### src/rtl/core/fea_pkg.sv
package fea_pkg;

  localparam int NUM_MATERIALS = 16;
  localparam int MAX_EXTENT    = 1023;

  localparam int MAT_ID_W  = 4;
  localparam int MAT_AW    = $clog2(NUM_MATERIALS);
  localparam int GRID_W    = 10;
  localparam int COORD_W   = $clog2(MAX_EXTENT + 2);
  localparam int NUM_COMP  = 6;
  localparam int COMP_W    = 3;
  localparam int COEF_W    = 16;
  localparam int VAL_W     = 16;
  localparam int SQ_W      = 2 * VAL_W;
  localparam int PROD_W    = COEF_W + SQ_W;
  localparam int TERM_W    = PROD_W + 2;
  localparam int SUM_W     = 63;
  localparam int CFG_IDX_W = 2;

  localparam logic [SUM_W-1:0] SUM_MAX = {SUM_W{1'b1}};
  localparam logic [COMP_W-1:0] LAST_COMP = COMP_W'(NUM_COMP - 1);

  typedef enum logic {
    FUNC_NODE  = 1'b0,
    FUNC_TABLE = 1'b1
  } func_t;

  typedef enum logic [CFG_IDX_W-1:0] {
    CFG_GRID_NX = 2'd0,
    CFG_GRID_NY = 2'd1,
    CFG_GRID_NZ = 2'd2
  } cfg_reg_t;

  typedef enum logic [2:0] {
    S_IDLE,
    S_WRITE,
    S_READ,
    S_SQUARE,
    S_MULT,
    S_ACCUM,
    S_FINISH
  } state_t;

  typedef struct packed {
    func_t              func;
    logic [6:0]         table_addr;
    logic [15:0]        table_value;
    logic signed [15:0] e_x;
    logic signed [15:0] e_y;
    logic signed [15:0] e_z;
    logic signed [15:0] b_x;
    logic signed [15:0] b_y;
    logic signed [15:0] b_z;
    logic [11:0]        e_material_ids;
    logic [11:0]        b_material_ids;
  } item_t;

  typedef struct packed {
    logic [SUM_W-1:0] energy_ex;
    logic [SUM_W-1:0] energy_ey;
    logic [SUM_W-1:0] energy_ez;
    logic [SUM_W-1:0] energy_bx;
    logic [SUM_W-1:0] energy_by;
    logic [SUM_W-1:0] energy_bz;
  } result_t;

  typedef struct packed {
    logic              capture;
    logic              table_write;
    logic              square;
    logic              mult;
    logic              accum;
    logic              advance;
    logic              emit;
    logic [COMP_W-1:0] comp;
  } cmd_t;

  typedef struct packed {
    logic last_node;
  } status_t;

endpackage

### src/rtl/core/fea_ram.sv
module fea_ram #(
  parameter int WIDTH = 16,
  parameter int DEPTH = 16
) (
  input  logic                     clk,
  input  logic                     we,
  input  logic [$clog2(DEPTH)-1:0] waddr,
  input  logic [WIDTH-1:0]         wdata,
  input  logic [$clog2(DEPTH)-1:0] raddr,
  output logic [WIDTH-1:0]         rdata
);

  logic [WIDTH-1:0] mem [DEPTH];

  always_ff @(posedge clk) begin
    if (we) begin
      mem[waddr] <= wdata;
    end
    rdata <= mem[raddr];
  end

endmodule

### src/rtl/core/fea_datapath.sv
module fea_datapath (
  input  logic                          clk,
  input  logic                          rst,
  input  logic                          cfg_write,
  input  logic [fea_pkg::CFG_IDX_W-1:0] cfg_index,
  input  logic [fea_pkg::GRID_W-1:0]    cfg_data,
  input  fea_pkg::item_t                item,
  input  fea_pkg::cmd_t                 cmd,
  output fea_pkg::status_t              stat,
  output fea_pkg::result_t              result
);

  import fea_pkg::*;

  item_t              word;
  logic [GRID_W-1:0]  grid_nx;
  logic [GRID_W-1:0]  grid_ny;
  logic [GRID_W-1:0]  grid_nz;
  logic [COORD_W-1:0] nx;
  logic [COORD_W-1:0] ny;
  logic [COORD_W-1:0] nz;
  logic [COORD_W-1:0] node_x;
  logic [COORD_W-1:0] node_y;
  logic [COORD_W-1:0] node_z;
  logic               end_x;
  logic               end_y;
  logic               end_z;

  logic [NUM_MATERIALS-1:0] valid [NUM_COMP];
  logic [COEF_W-1:0]        coef_rd [NUM_COMP];
  logic [NUM_COMP-1:0]      valid_rd;
  logic [MAT_ID_W-1:0]      wr_id;
  logic [2:0]               wr_col;
  logic                     wr_ok;

  logic [SUM_W-1:0]  sums [NUM_COMP];
  logic [SQ_W-1:0]   sq;
  logic [PROD_W-1:0] prod;
  logic [VAL_W-1:0]  raw;
  logic [VAL_W-1:0]  mag;
  logic [COEF_W-1:0] coef;
  logic              in_x, in_y, in_z;
  logic [1:0]        sh_x, sh_y, sh_z;
  logic [2:0]        q;
  logic [TERM_W-1:0] term;
  logic [SUM_W:0]    sum_ext;
  logic [SUM_W-1:0]  sum_sat;

  function automatic logic [COORD_W-1:0] extent(input logic [GRID_W-1:0] r);
    logic [COORD_W-1:0] e;
    if (r == '0) begin
      e = COORD_W'(1);
    end else if (32'(r) > MAX_EXTENT) begin
      e = COORD_W'(MAX_EXTENT);
    end else begin
      e = COORD_W'(r);
    end
    return e;
  endfunction

  function automatic logic [1:0] share(input logic [COORD_W-1:0] c,
                                       input logic [COORD_W-1:0] n);
    logic [1:0] k;
    k = 2'd0;
    if (c >= COORD_W'(1) && c <= n) begin
      k = k + 2'd1;
    end
    if (c >= COORD_W'(2) && (c - COORD_W'(1)) <= n) begin
      k = k + 2'd1;
    end
    return k;
  endfunction

  // configuration
  always_ff @(posedge clk) begin
    if (rst) begin
      grid_nx <= GRID_W'(1);
      grid_ny <= GRID_W'(1);
      grid_nz <= GRID_W'(1);
    end else if (cfg_write) begin
      unique case (cfg_index)
        CFG_GRID_NX: grid_nx <= cfg_data;
        CFG_GRID_NY: grid_ny <= cfg_data;
        CFG_GRID_NZ: grid_nz <= cfg_data;
        default: ;
      endcase
    end
  end

  assign nx = extent(grid_nx);
  assign ny = extent(grid_ny);
  assign nz = extent(grid_nz);

  always_ff @(posedge clk) begin
    if (cmd.capture) begin
      word <= item;
    end
  end

  // material table, one ram per column
  assign wr_id  = word.table_addr[6:3];
  assign wr_col = word.table_addr[2:0];
  assign wr_ok  = 32'(wr_id) < NUM_MATERIALS;

  for (genvar c = 0; c < NUM_COMP; c++) begin : g_col
    localparam int AXIS = c % 3;
    logic [MAT_ID_W-1:0] rd_id;
    logic                we;

    assign rd_id = (c < 3) ? word.e_material_ids[MAT_ID_W*AXIS +: MAT_ID_W]
                           : word.b_material_ids[MAT_ID_W*AXIS +: MAT_ID_W];
    assign we = cmd.table_write && wr_ok && (wr_col == 3'(c));

    fea_ram #(
      .WIDTH (COEF_W),
      .DEPTH (NUM_MATERIALS)
    ) u_ram (
      .clk   (clk),
      .we    (we),
      .waddr (MAT_AW'(wr_id)),
      .wdata (word.table_value),
      .raddr (MAT_AW'(rd_id)),
      .rdata (coef_rd[c])
    );

    always_ff @(posedge clk) begin
      if (rst) begin
        valid[c] <= '0;
      end else if (we) begin
        valid[c][MAT_AW'(wr_id)] <= 1'b1;
      end
    end

    always_ff @(posedge clk) begin
      valid_rd[c] <= (32'(rd_id) < NUM_MATERIALS) && valid[c][MAT_AW'(rd_id)];
    end
  end

  // node position
  assign end_x = node_x >= nx + COORD_W'(1);
  assign end_y = node_y >= ny + COORD_W'(1);
  assign end_z = node_z >= nz + COORD_W'(1);
  assign stat.last_node = end_x && end_y && end_z;

  always_ff @(posedge clk) begin
    if (rst || cmd.emit) begin
      node_x <= COORD_W'(1);
      node_y <= COORD_W'(1);
      node_z <= COORD_W'(1);
    end else if (cmd.advance) begin
      if (end_x) begin
        node_x <= COORD_W'(1);
        if (end_y) begin
          node_y <= COORD_W'(1);
          node_z <= node_z + COORD_W'(1);
        end else begin
          node_y <= node_y + COORD_W'(1);
        end
      end else begin
        node_x <= node_x + COORD_W'(1);
      end
    end
  end

  // shared square and coefficient multiply
  always_comb begin
    unique case (cmd.comp)
      3'd0:    raw = word.e_x;
      3'd1:    raw = word.e_y;
      3'd2:    raw = word.e_z;
      3'd3:    raw = word.b_x;
      3'd4:    raw = word.b_y;
      3'd5:    raw = word.b_z;
      default: raw = '0;
    endcase
    mag = raw[VAL_W-1] ? (~raw + VAL_W'(1)) : raw;
    coef = (cmd.comp < COMP_W'(NUM_COMP) && valid_rd[cmd.comp]) ? coef_rd[cmd.comp] : '0;
  end

  always_ff @(posedge clk) begin
    if (cmd.square) begin
      sq <= mag * mag;
    end
    if (cmd.mult) begin
      prod <= coef * sq;
    end
  end

  // neighbour weight
  assign in_x = (node_x >= COORD_W'(1)) && (node_x <= nx);
  assign in_y = (node_y >= COORD_W'(1)) && (node_y <= ny);
  assign in_z = (node_z >= COORD_W'(1)) && (node_z <= nz);
  assign sh_x = share(node_x, nx);
  assign sh_y = share(node_y, ny);
  assign sh_z = share(node_z, nz);

  always_comb begin
    unique case (cmd.comp)
      3'd0:    q = in_x ? 3'(sh_y) * 3'(sh_z) : 3'd0;
      3'd1:    q = in_y ? 3'(sh_z) * 3'(sh_x) : 3'd0;
      3'd2:    q = in_z ? 3'(sh_x) * 3'(sh_y) : 3'd0;
      3'd3:    q = (in_y && in_z) ? {sh_x, 1'b0} : 3'd0;
      3'd4:    q = (in_z && in_x) ? {sh_y, 1'b0} : 3'd0;
      3'd5:    q = (in_x && in_y) ? {sh_z, 1'b0} : 3'd0;
      default: q = 3'd0;
    endcase
    unique case (q)
      3'd1:    term = TERM_W'(prod);
      3'd2:    term = TERM_W'({prod, 1'b0});
      3'd4:    term = {prod, 2'b00};
      default: term = '0;
    endcase
    sum_ext = {1'b0, sums[cmd.comp]} + (SUM_W + 1)'(term);
    sum_sat = sum_ext[SUM_W] ? SUM_MAX : sum_ext[SUM_W-1:0];
  end

  // accumulators
  always_ff @(posedge clk) begin
    if (rst || cmd.emit) begin
      for (int i = 0; i < NUM_COMP; i++) begin
        sums[i] <= '0;
      end
    end else if (cmd.accum) begin
      sums[cmd.comp] <= sum_sat;
    end
  end

  always_ff @(posedge clk) begin
    if (cmd.emit) begin
      result.energy_ex <= sums[0];
      result.energy_ey <= sums[1];
      result.energy_ez <= sums[2];
      result.energy_bx <= sums[3];
      result.energy_by <= sums[4];
      result.energy_bz <= sums[5];
    end
  end

endmodule

### src/rtl/core/fea_controller.sv
module fea_controller (
  input  logic             clk,
  input  logic             rst,
  input  logic             item_valid,
  input  fea_pkg::func_t   item_func,
  output logic             item_stall,
  output logic             result_valid,
  input  logic             result_stall,
  input  fea_pkg::status_t stat,
  output fea_pkg::cmd_t    cmd
);

  import fea_pkg::*;

  state_t            state;
  state_t            state_next;
  logic [COMP_W-1:0] comp;
  logic [COMP_W-1:0] comp_next;
  logic              result_valid_next;
  logic              out_free;

  assign out_free = !result_valid || !result_stall;

  always_ff @(posedge clk) begin
    if (rst) begin
      state        <= S_IDLE;
      comp         <= '0;
      result_valid <= 1'b0;
    end else begin
      state        <= state_next;
      comp         <= comp_next;
      result_valid <= result_valid_next;
    end
  end

  always_comb begin
    state_next        = state;
    comp_next         = comp;
    result_valid_next = result_valid && result_stall;
    item_stall        = 1'b1;
    cmd               = '0;
    cmd.comp          = comp;
    unique case (state)
      S_IDLE: begin
        item_stall = 1'b0;
        if (item_valid) begin
          cmd.capture = 1'b1;
          state_next  = (item_func == FUNC_TABLE) ? S_WRITE : S_READ;
        end
      end
      S_WRITE: begin
        cmd.table_write = 1'b1;
        state_next      = S_IDLE;
      end
      S_READ: begin
        comp_next  = '0;
        state_next = S_SQUARE;
      end
      S_SQUARE: begin
        cmd.square = 1'b1;
        state_next = S_MULT;
      end
      S_MULT: begin
        cmd.mult   = 1'b1;
        state_next = S_ACCUM;
      end
      S_ACCUM: begin
        cmd.accum = 1'b1;
        if (comp == LAST_COMP) begin
          state_next = S_FINISH;
        end else begin
          comp_next  = comp + COMP_W'(1);
          state_next = S_SQUARE;
        end
      end
      S_FINISH: begin
        if (!stat.last_node) begin
          cmd.advance = 1'b1;
          state_next  = S_IDLE;
        end else if (out_free) begin
          cmd.emit          = 1'b1;
          result_valid_next = 1'b1;
          state_next        = S_IDLE;
        end
      end
      default: state_next = S_IDLE;
    endcase
  end

endmodule

### src/rtl/core/field_energy_accumulator.sv
// field energy accumulator
// item channel (item_valid / item_stall / item): one word is either a
// material table write (func = table) or one grid node sample. nodes come in
// raster order, x fastest, over (nx+1)(ny+1)(nz+1) nodes per pass.
// result channel (result_valid / result_stall / result): one word with the
// six saturated energy sums, sent after the last node of a pass; the sums
// and node position then start over.
// cfg port: grid_nx, grid_ny, grid_nz at index 0..2, zero counting as one; the
// user writes them with cfg_write only while the block is idle (not enforced).
// steps: a table write passes the idle and write states; a node passes the read
// state (material ram read), then square, multiply and accumulate for each of the
// six field components, which share one squarer and one coefficient multiplier,
// then finish; at the last node, finish registers the result word and valid.
// a waiting result is held in the output register while new items are taken;
// if a pass ends while the receiver still stalls the previous result, the
// block holds item_stall high until that result is taken.
// reset (rst, synchronous): material table reads as zero, sums cleared,
// position at the first node, grid counts one, no result pending.
module field_energy_accumulator (
  input  logic                          clk,
  input  logic                          rst,
  input  logic                          item_valid,
  output logic                          item_stall,
  input  fea_pkg::item_t                item,
  output logic                          result_valid,
  input  logic                          result_stall,
  output fea_pkg::result_t              result,
  input  logic                          cfg_write,
  input  logic [fea_pkg::CFG_IDX_W-1:0] cfg_index,
  input  logic [fea_pkg::GRID_W-1:0]    cfg_data
);

  import fea_pkg::*;

  cmd_t    cmd;
  status_t stat;

  fea_controller u_ctrl (
    .clk          (clk),
    .rst          (rst),
    .item_valid   (item_valid),
    .item_func    (item.func),
    .item_stall   (item_stall),
    .result_valid (result_valid),
    .result_stall (result_stall),
    .stat         (stat),
    .cmd          (cmd)
  );

  fea_datapath u_dp (
    .clk       (clk),
    .rst       (rst),
    .cfg_write (cfg_write),
    .cfg_index (cfg_index),
    .cfg_data  (cfg_data),
    .item      (item),
    .cmd       (cmd),
    .stat      (stat),
    .result    (result)
  );

endmodule

### config.mk
export PLATFORM = sky130hd
export DESIGN_NAME = field_energy_accumulator
export DESIGN_NICKNAME = d
export VERILOG_FILES = /design/src/rtl/core/fea_pkg.sv /design/src/rtl/core/fea_ram.sv /design/src/rtl/core/fea_datapath.sv /design/src/rtl/core/fea_controller.sv /design/src/rtl/core/field_energy_accumulator.sv
export SDC_FILE = /design/constraint.sdc
export NUM_CORES = 2
export LEC_CHECK = 0
export ABC_AREA = 1
export ABC_CLOCK_PERIOD_IN_PS = 10180
export BUFFER_PORTS_ARGS = -buffer_cell sky130_fd_sc_hd__buf_2
export CORE_ASPECT_RATIO = 1.1
export CORE_MARGIN = 2
export CORE_UTILIZATION = 55
export CTS_BUF_LIST = sky130_fd_sc_hd__clkbuf_2 sky130_fd_sc_hd__clkbuf_4 sky130_fd_sc_hd__clkbuf_8
export DETAILED_ROUTE_END_ITERATION = 8
export HOLD_SLACK_MARGIN = 0.03
export PLACE_DENSITY = 0.75
export SLEW_MARGIN = 20
export SYNTH_ARGS = -nofsm -noshare
export SYNTH_HDL_FRONTEND = slang
export SYNTH_SLANG_ARGS = --single-unit
### constraint.sdc
create_clock -name clk -period 10.18 [get_ports clk]
set_clock_uncertainty 0.15 [all_clocks]
set_input_delay 2.036 -clock clk [delete_from_list [all_inputs] [get_ports clk]]
set_output_delay 2.036 -clock clk [all_outputs]
set_load 0.02 [all_outputs]
; ---- After elaboration in Yosys (flattened, before gate mapping)
; Memories as Yosys holds them, arrays and structs flattened. A register that Yosys moved wholly into a read port is not among the register bits.
; Cells that the tools add are included.
[op_classes]
n_addsub = 15
n_mul = 5
n_div = 0
magnitude_cmp = 26
n_eq_ne = 24
shift = 0
muxes = 196
n_bitwise = 98
n_reduce_logical = 40
[op_table]
columns = cell, count
row1 = $mux W16, 10
row2 = $pmux W50 S3, 1
row3 = $mux W1, 146
row4 = $mux W63, 2
row5 = $or A1 B1 Y1, 96
row6 = $pmux W16 S6, 1
row7 = $le A11 B10 Y1, 6
row8 = $add A63 B50 Y64, 1
row9 = $reduce_or A63 Y1, 1
row10 = $bmux W16 S3, 1
row11 = $mul A16 B32 Y48, 1
row12 = $mux W3, 14
row13 = $pmux W3 S6, 2
row14 = $lt A4 B5 Y1 const B, 7
row15 = $add A10 B1 Y11 const B, 3
row16 = $add A11 B1 Y11 const B, 3
row17 = $ge A11 B1 Y1 const B, 3
row18 = $ge A11 B11 Y1, 3
row19 = $ge A11 B2 Y1 const B, 3
row20 = $sub A11 B1 Y11 const B, 3
row21 = $mul A16 B16 Y32, 1
row22 = $logic_not A10 Y1, 3
row23 = $mux W10, 3
row24 = $bmux W1 S4, 6
row25 = 30 further kinds, 84
[word_totals]
ff_bits = 299
latch_bits = 0
mem_bits_rw = 2010
rom_bits = 0
output_inout_bits = 380
memories = 8
[mem_list]
columns = name, words, word_bits, read_ports, rd_ports_with_merged_regs, write_ports, line_no
row1 = u_dp.sums, 6, 63, 7, 7, 6, fea_datapath.sv:36  ; logic [SUM_W-1:0] sums [NUM_COMP];
row2 = u_dp.g_col[0].u_ram.mem, 16, 16, 1, 1, 1, fea_ram.sv:13  ; logic [WIDTH-1:0] mem [DEPTH];
row3 = u_dp.g_col[1].u_ram.mem, 16, 16, 1, 1, 1, fea_ram.sv:13
row4 = u_dp.g_col[2].u_ram.mem, 16, 16, 1, 1, 1, fea_ram.sv:13
row5 = u_dp.g_col[3].u_ram.mem, 16, 16, 1, 1, 1, fea_ram.sv:13
row6 = u_dp.g_col[4].u_ram.mem, 16, 16, 1, 1, 1, fea_ram.sv:13
row7 = 2 more memories, -, -, -, -, -, -

; ---- Depth between registers and ports, before layout
[depth]
depth_word = 15
depth_mapped = 49
mapped_depth_nobuf = 46

; ---- Least setup slack after synthesis
; OpenSTA, ideal clock, no wires.
[synth_timing]
path_kind = flip-flop to flip-flop
from = register u_dp.grid_ny[0]
to = register, netlist name result[0]
t_arrival_ns = 10.161
required_ns = 9.302
slack_ns = -0.858
stages_incl_launch_ff = 30
path_buffers = 1
period_less_slack_ns = 11.038
path_cell_list = dfxtp_1 nand2_1 nor2_1 inv_1 nor2_1 inv_1 nor2_1 inv_1 nor2_1 inv_1 nor2_1 inv_1 nor2_1 inv_1 nor2_1 inv_1 nand2_1 nand2_1 ha_1 nand2_1 nor2_1 nand3_1 nand4_1 nand2_1 nor2_1 inv_1 clkbuf_1 nor2_1 nand2_1 inv_1
[synth_lines]
columns = element, line_no
row1 = "start, declared", fea_datapath.sv:17  ; logic [GRID_W-1:0] grid_ny;
row2 = "start signal, assigned", fea_datapath.sv:83  ; CFG_GRID_NY: grid_ny <= cfg_data;

; ---- Final worst setup path
[layout_timing]
from = register u_ctrl.comp[0]
to = register u_dp.sq[28], data pin
[layout_via]
elab_chain_cells = 6
[layout_lines]
columns = element, line_no
row1 = "start, declared", fea_controller.sv:17  ; logic [COMP_W-1:0] comp;
row2 = "start signal, assigned", fea_controller.sv:31  ; comp <= comp_next;
row3 = "$eq A3 B3 Y1, or another cell as far along", fea_datapath.sv:167  ; unique case (cmd.comp)
row4 = $pmux W16 S6 *, fea_datapath.sv:167
row5 = $not A16 Y16, fea_datapath.sv:176  ; mag = raw[VAL_W-1] ? (~raw + VAL_W'(1)) : raw;
row6 = $add A16 B1 Y16, fea_datapath.sv:176
row7 = $mux W16 *, fea_datapath.sv:176
row8 = $mul A16 B16 Y32 *, fea_datapath.sv:182  ; sq <= mag * mag;
row9 = "end signal, assigned", fea_datapath.sv:182
row10 = "end, declared", fea_datapath.sv:37  ; logic [SQ_W-1:0] sq;
; Every way passes the cells marked *; elsewhere a longest branch is shown, timed or not.
; A chain may end at the register's enable or synchronous reset.

==> flow_metrics.py <==
metrics = {
    "die": {
        "io_pins": 541,
        "dieArea_mm2": 0.2681,
        "dieHeight_um": 542.8,
        "die_w_um": 493.8,
        "num_rows": 197,
        "core-area_mm2": 0.2623,
        "initial_core_util_pct": 55.35,
    },
    "setup_path": {
        "end_kind": "flip-flop",
        "required_ns": 10.73,
        "start_kind": "flip-flop",
        "reg2reg_from": "u_ctrl.comp[0]",
        "max_stage_delay_ns": 0.77,
        "cp_top_family": "adder cells",
        "crit_type": "reg2reg",
        "crit_start": "u_ctrl.comp[0]",
        "cp_slowest_cell": "nor2_1",
        "crit_buf_inv": 7,
        "path_max_fanout": 56,
        "cp.arrival_ns": 10.24,
    },
    "global_routing": {
        "antenna_found_initial": 24,
        "use_met1_pct": 38.75,
        "grt_overflow": 0,
        "grt_max_degree": 209,
        "grt_pass1_wl_um": 606200,
        "grtUsageTotal_pct": 30.04,
        "grt-busiest-layer": "met2",
        "first_global_vias": 98140,
        "met2_usage_pct": 49.24,
        "grt_use_met3_pct": 5.191,
    },
    "layout": {
        "fin_area_mm2": 0.1608,
        "drive_gt1_share_pct": 11.73,
        "final_cell_mix": "edfxtp_1 (2,720), nand2_1 (1,800), inv_1 (1,599)",
        "layout_commonest_cell": "edfxtp_1",
        "finalNetCount": 14560,
        "synthToLayoutAreaGrowth_pct": 10.74,
        "final_core_util_pct": 61.30,
    },
    "power_and_ir_drop": {
        "power_uw": 44000,
        "p_per_area_mw_per_mm2": 273.7,
        "ir_drop_mv": 0.6142,
        "power.leakage_uw": 0.06305,
    },
    "cts": {
        "cts_resized": 0,
        "cts_tree": "yes",
        "cts.htree.levels": 5,
        "path_clk_slew_ns": 0.06,
        "clkLatencyLatePin_ns": 1.12,
        "clock-sinks": 2911,
        "cts_buffers": 441,
        "hold_buffers": 0,
        "post_cts_buffers": 0,
        "cts_buffer_depth": 4,
        "cts_root_buffer": "clkbuf_8",
    },
    "timing": {
        "tightest_slew_ns": 1.147,
        "setup_violations": 0,
        "rsz0062_at_grt": "no",
        "holdWs_ns": 0.2058,
        "tns_ns": 0,
        "maxSlewHeadroom_pct": 23.52,
        "hold_viol": 0,
        "slew_violations": 0,
        "period_share_pct": 95.19,
        "period_minus_slack_ns": 9.690,
        "clock.fmax_ghz": 0.1032,
    },
    "detailed_routing": {
        "wl_per_cell_um": 23.73,
        "drt-pass1-iter-count": 9,
        "wirelength_um": 410400,
        "avgViaCountPerCell": 5.829,
        "ant_nets": 0,
        "vias": 100800,
        "initialDrtViolationCount": 11490,
        "drc": 0,
    },
    "synth": {
        "synth_cell_types": 53,
        "synthesis.area_mm2": 0.1452,
        "synthMuxAreaShare_pct": 2.793,
        "synth_ff_type": "edfxtp_1",
        "yosys.area_share.adder_pct": 11.31,
        "synth_top_family_by_area": "adder cells",
        "synth-async-reset-ratio_pct": 0,
        "synth-xor-area-share_pct": 0.9955,
        "avgSynthCellArea_um2": 11.30,
        "synth_top_cell_by_area": "edfxtp_1",
        "synth-seq-area-share_pct": 58.90,
        "synth_top_cell_area_share_pct": 56.27,
        "yosys-top-cells-area": "edfxtp_1 (56%), fa_1 (8.0%), nand2_1 (4.7%), inv_1 (4.1%), ha_1 (3.3%)",
        "synth-edff-count": 2720,
        "syn_inst": 12850,
        "yosysWarnings": 0,
        "synth_compound_area_share_pct": 9.137,
        "synthSimpleGateAreaFrac_pct": 10.76,
        "ys_ff_latch": 2911,
    },
    "place": {
        "dp_hpwl_um": 280600,
        "gp_congestion": 0.9778,
        "placed_area_mm2": 0.1518,
        "port_buffers": 540,
    },
    "run": {
        "cap_violations": 0,
    },
    "worst_hold_path": {
        "hold_path.startpoint": "u_dp.sums[1][20]",
        "holdCritPathClass": "reg2reg",
    },
    "run_status": {
        "status": "completed",
    },
}
-- logic make-up (layout without fill, tap and decap cells) --
kind of cell               Yosys count  count (layout)
xor gates and xnor gates           165             165
DFF                               2911            2911
muxes                              405             405
adders and majority gates          964             964
buffers and inverters             2317            3240
other                                2              42
and+or+nand+nor                   3784            3784
AOI/OAI and AO/OA                 2303            2303
-- routing by layer --
layer | wire length (µm) | up-vias | part of all wire [%]
met2 | 195400 | 5475 | 48
met1 | 153300 | 48980 | 37
li1 | - | 45410 | -
met5 | 46 | - | 0.011
met3 | 39690 | 946 | 9.7
met4 | 21970 | 8 | 5.4
-- stage by stage --
| step | worst slack [ns] | instances |
|---|---|---|
| after floorplan | 1.185 | 12870 |
| after global placement | 0.8644 | 16470 |
| after detailed placement | 0.9265 | 16470 |
| after CTS | 0.7163 | 17280 |
| after global routing | 0.06571 | 17280 |
| final | 0.4895 | 17300 |
-- power breakdown --
group          leakage [µW]  switching [µW]  internal, µW
registers            0.0265             343         14200
logic                0.0318           12900          6840
clock network       0.00469            4590          5130
-- layout make-up --
| cell class | instances | area (µm²) |
|---|---|---|
| fill | 20510 | 101500 |
| clock buffer | 616 | 7521 |
| inverter | 1656 | 6235 |
| timing repair buffer | 777 | 4646 |
| clock inverter | 191 | 1364 |
| tap | 3482 | 4357 |
| sequential | 2911 | 85510 |
| antenna | 17 | 42.54 |
| multi-input combinational | 7646 | 51080 |
-- path summary, 6_finish.rpt --
check	slack, ns	cells after the start	endpoint
worst min register to register	0.21	0	result[272]
worst max register to register	0.49	31	u_dp.sq[28]
worst max-delay path	0.49	31	u_dp.sq[28]
worst min-delay path	0.21	0	result[272]
-- registers in the layout, summed over array words and instances, names as in the netlist, named ones only --
signal / flops
u_dp.grid_nz: 10
u_ctrl.comp: 3
u_ctrl.state: 3
u_dp.grid_ny: 10
u_dp.g_col.u_ram.mem: 1536
u_dp.g_col.rd_id: 24
u_dp.sums: 504
u_dp.g_col.u_ram.rdata: 96
u_dp.sq: 31
u_dp.node_y: 11
result: 378
u_dp.word: 119
u_dp.prod: 48
u_dp.node_x: 11
u_dp.grid_nx: 10
u_dp.node_z: 11
u_dp.valid_rd: 6
u_dp.valid: 96
u_ctrl.result_valid: 1
-- synthesized netlist by cell type (4+ instances only) --
| cell type | count |
|---|---|
| edfxtp_1 | 2720 |
| nand2_1 | 1809 |
| inv_1 | 1604 |
| nor2_1 | 1091 |
| o21ai_0 | 833 |
| a21oi_1 | 800 |
| fa_1 | 580 |
| nand3_1 | 540 |
| clkbuf_1 | 492 |
| o211ai_1 | 420 |
| mux2i_1 | 405 |
| ha_1 | 384 |
| dfxtp_1 | 191 |
| nand4_1 | 155 |
| nor3_1 | 134 |
| xor2_1 | 108 |
| buf_1 | 91 |
| buf_2 | 58 |
| xnor2_1 | 57 |
| a32o_1 | 50 |
| o21ai_1 | 41 |
| o22ai_1 | 35 |
| inv_2 | 32 |
| a21oi_2 | 25 |
| clkinv_1 | 20 |
| o21bai_1 | 20 |
| a31oi_1 | 18 |
| a21o_1 | 17 |
| buf_4 | 15 |
| nor4_1 | 14 |
| nand2_2 | 11 |
| nand3b_1 | 11 |
| a211oi_1 | 9 |
| o21a_1 | 8 |
| a21oi_4 | 6 |
| buf_6 | 5 |
| nor3b_1 | 5 |
| o221ai_1 | 5 |
| a21boi_0 | 4 |
| or2_2 | 4 |
Power figures use the tool's default switching activity.
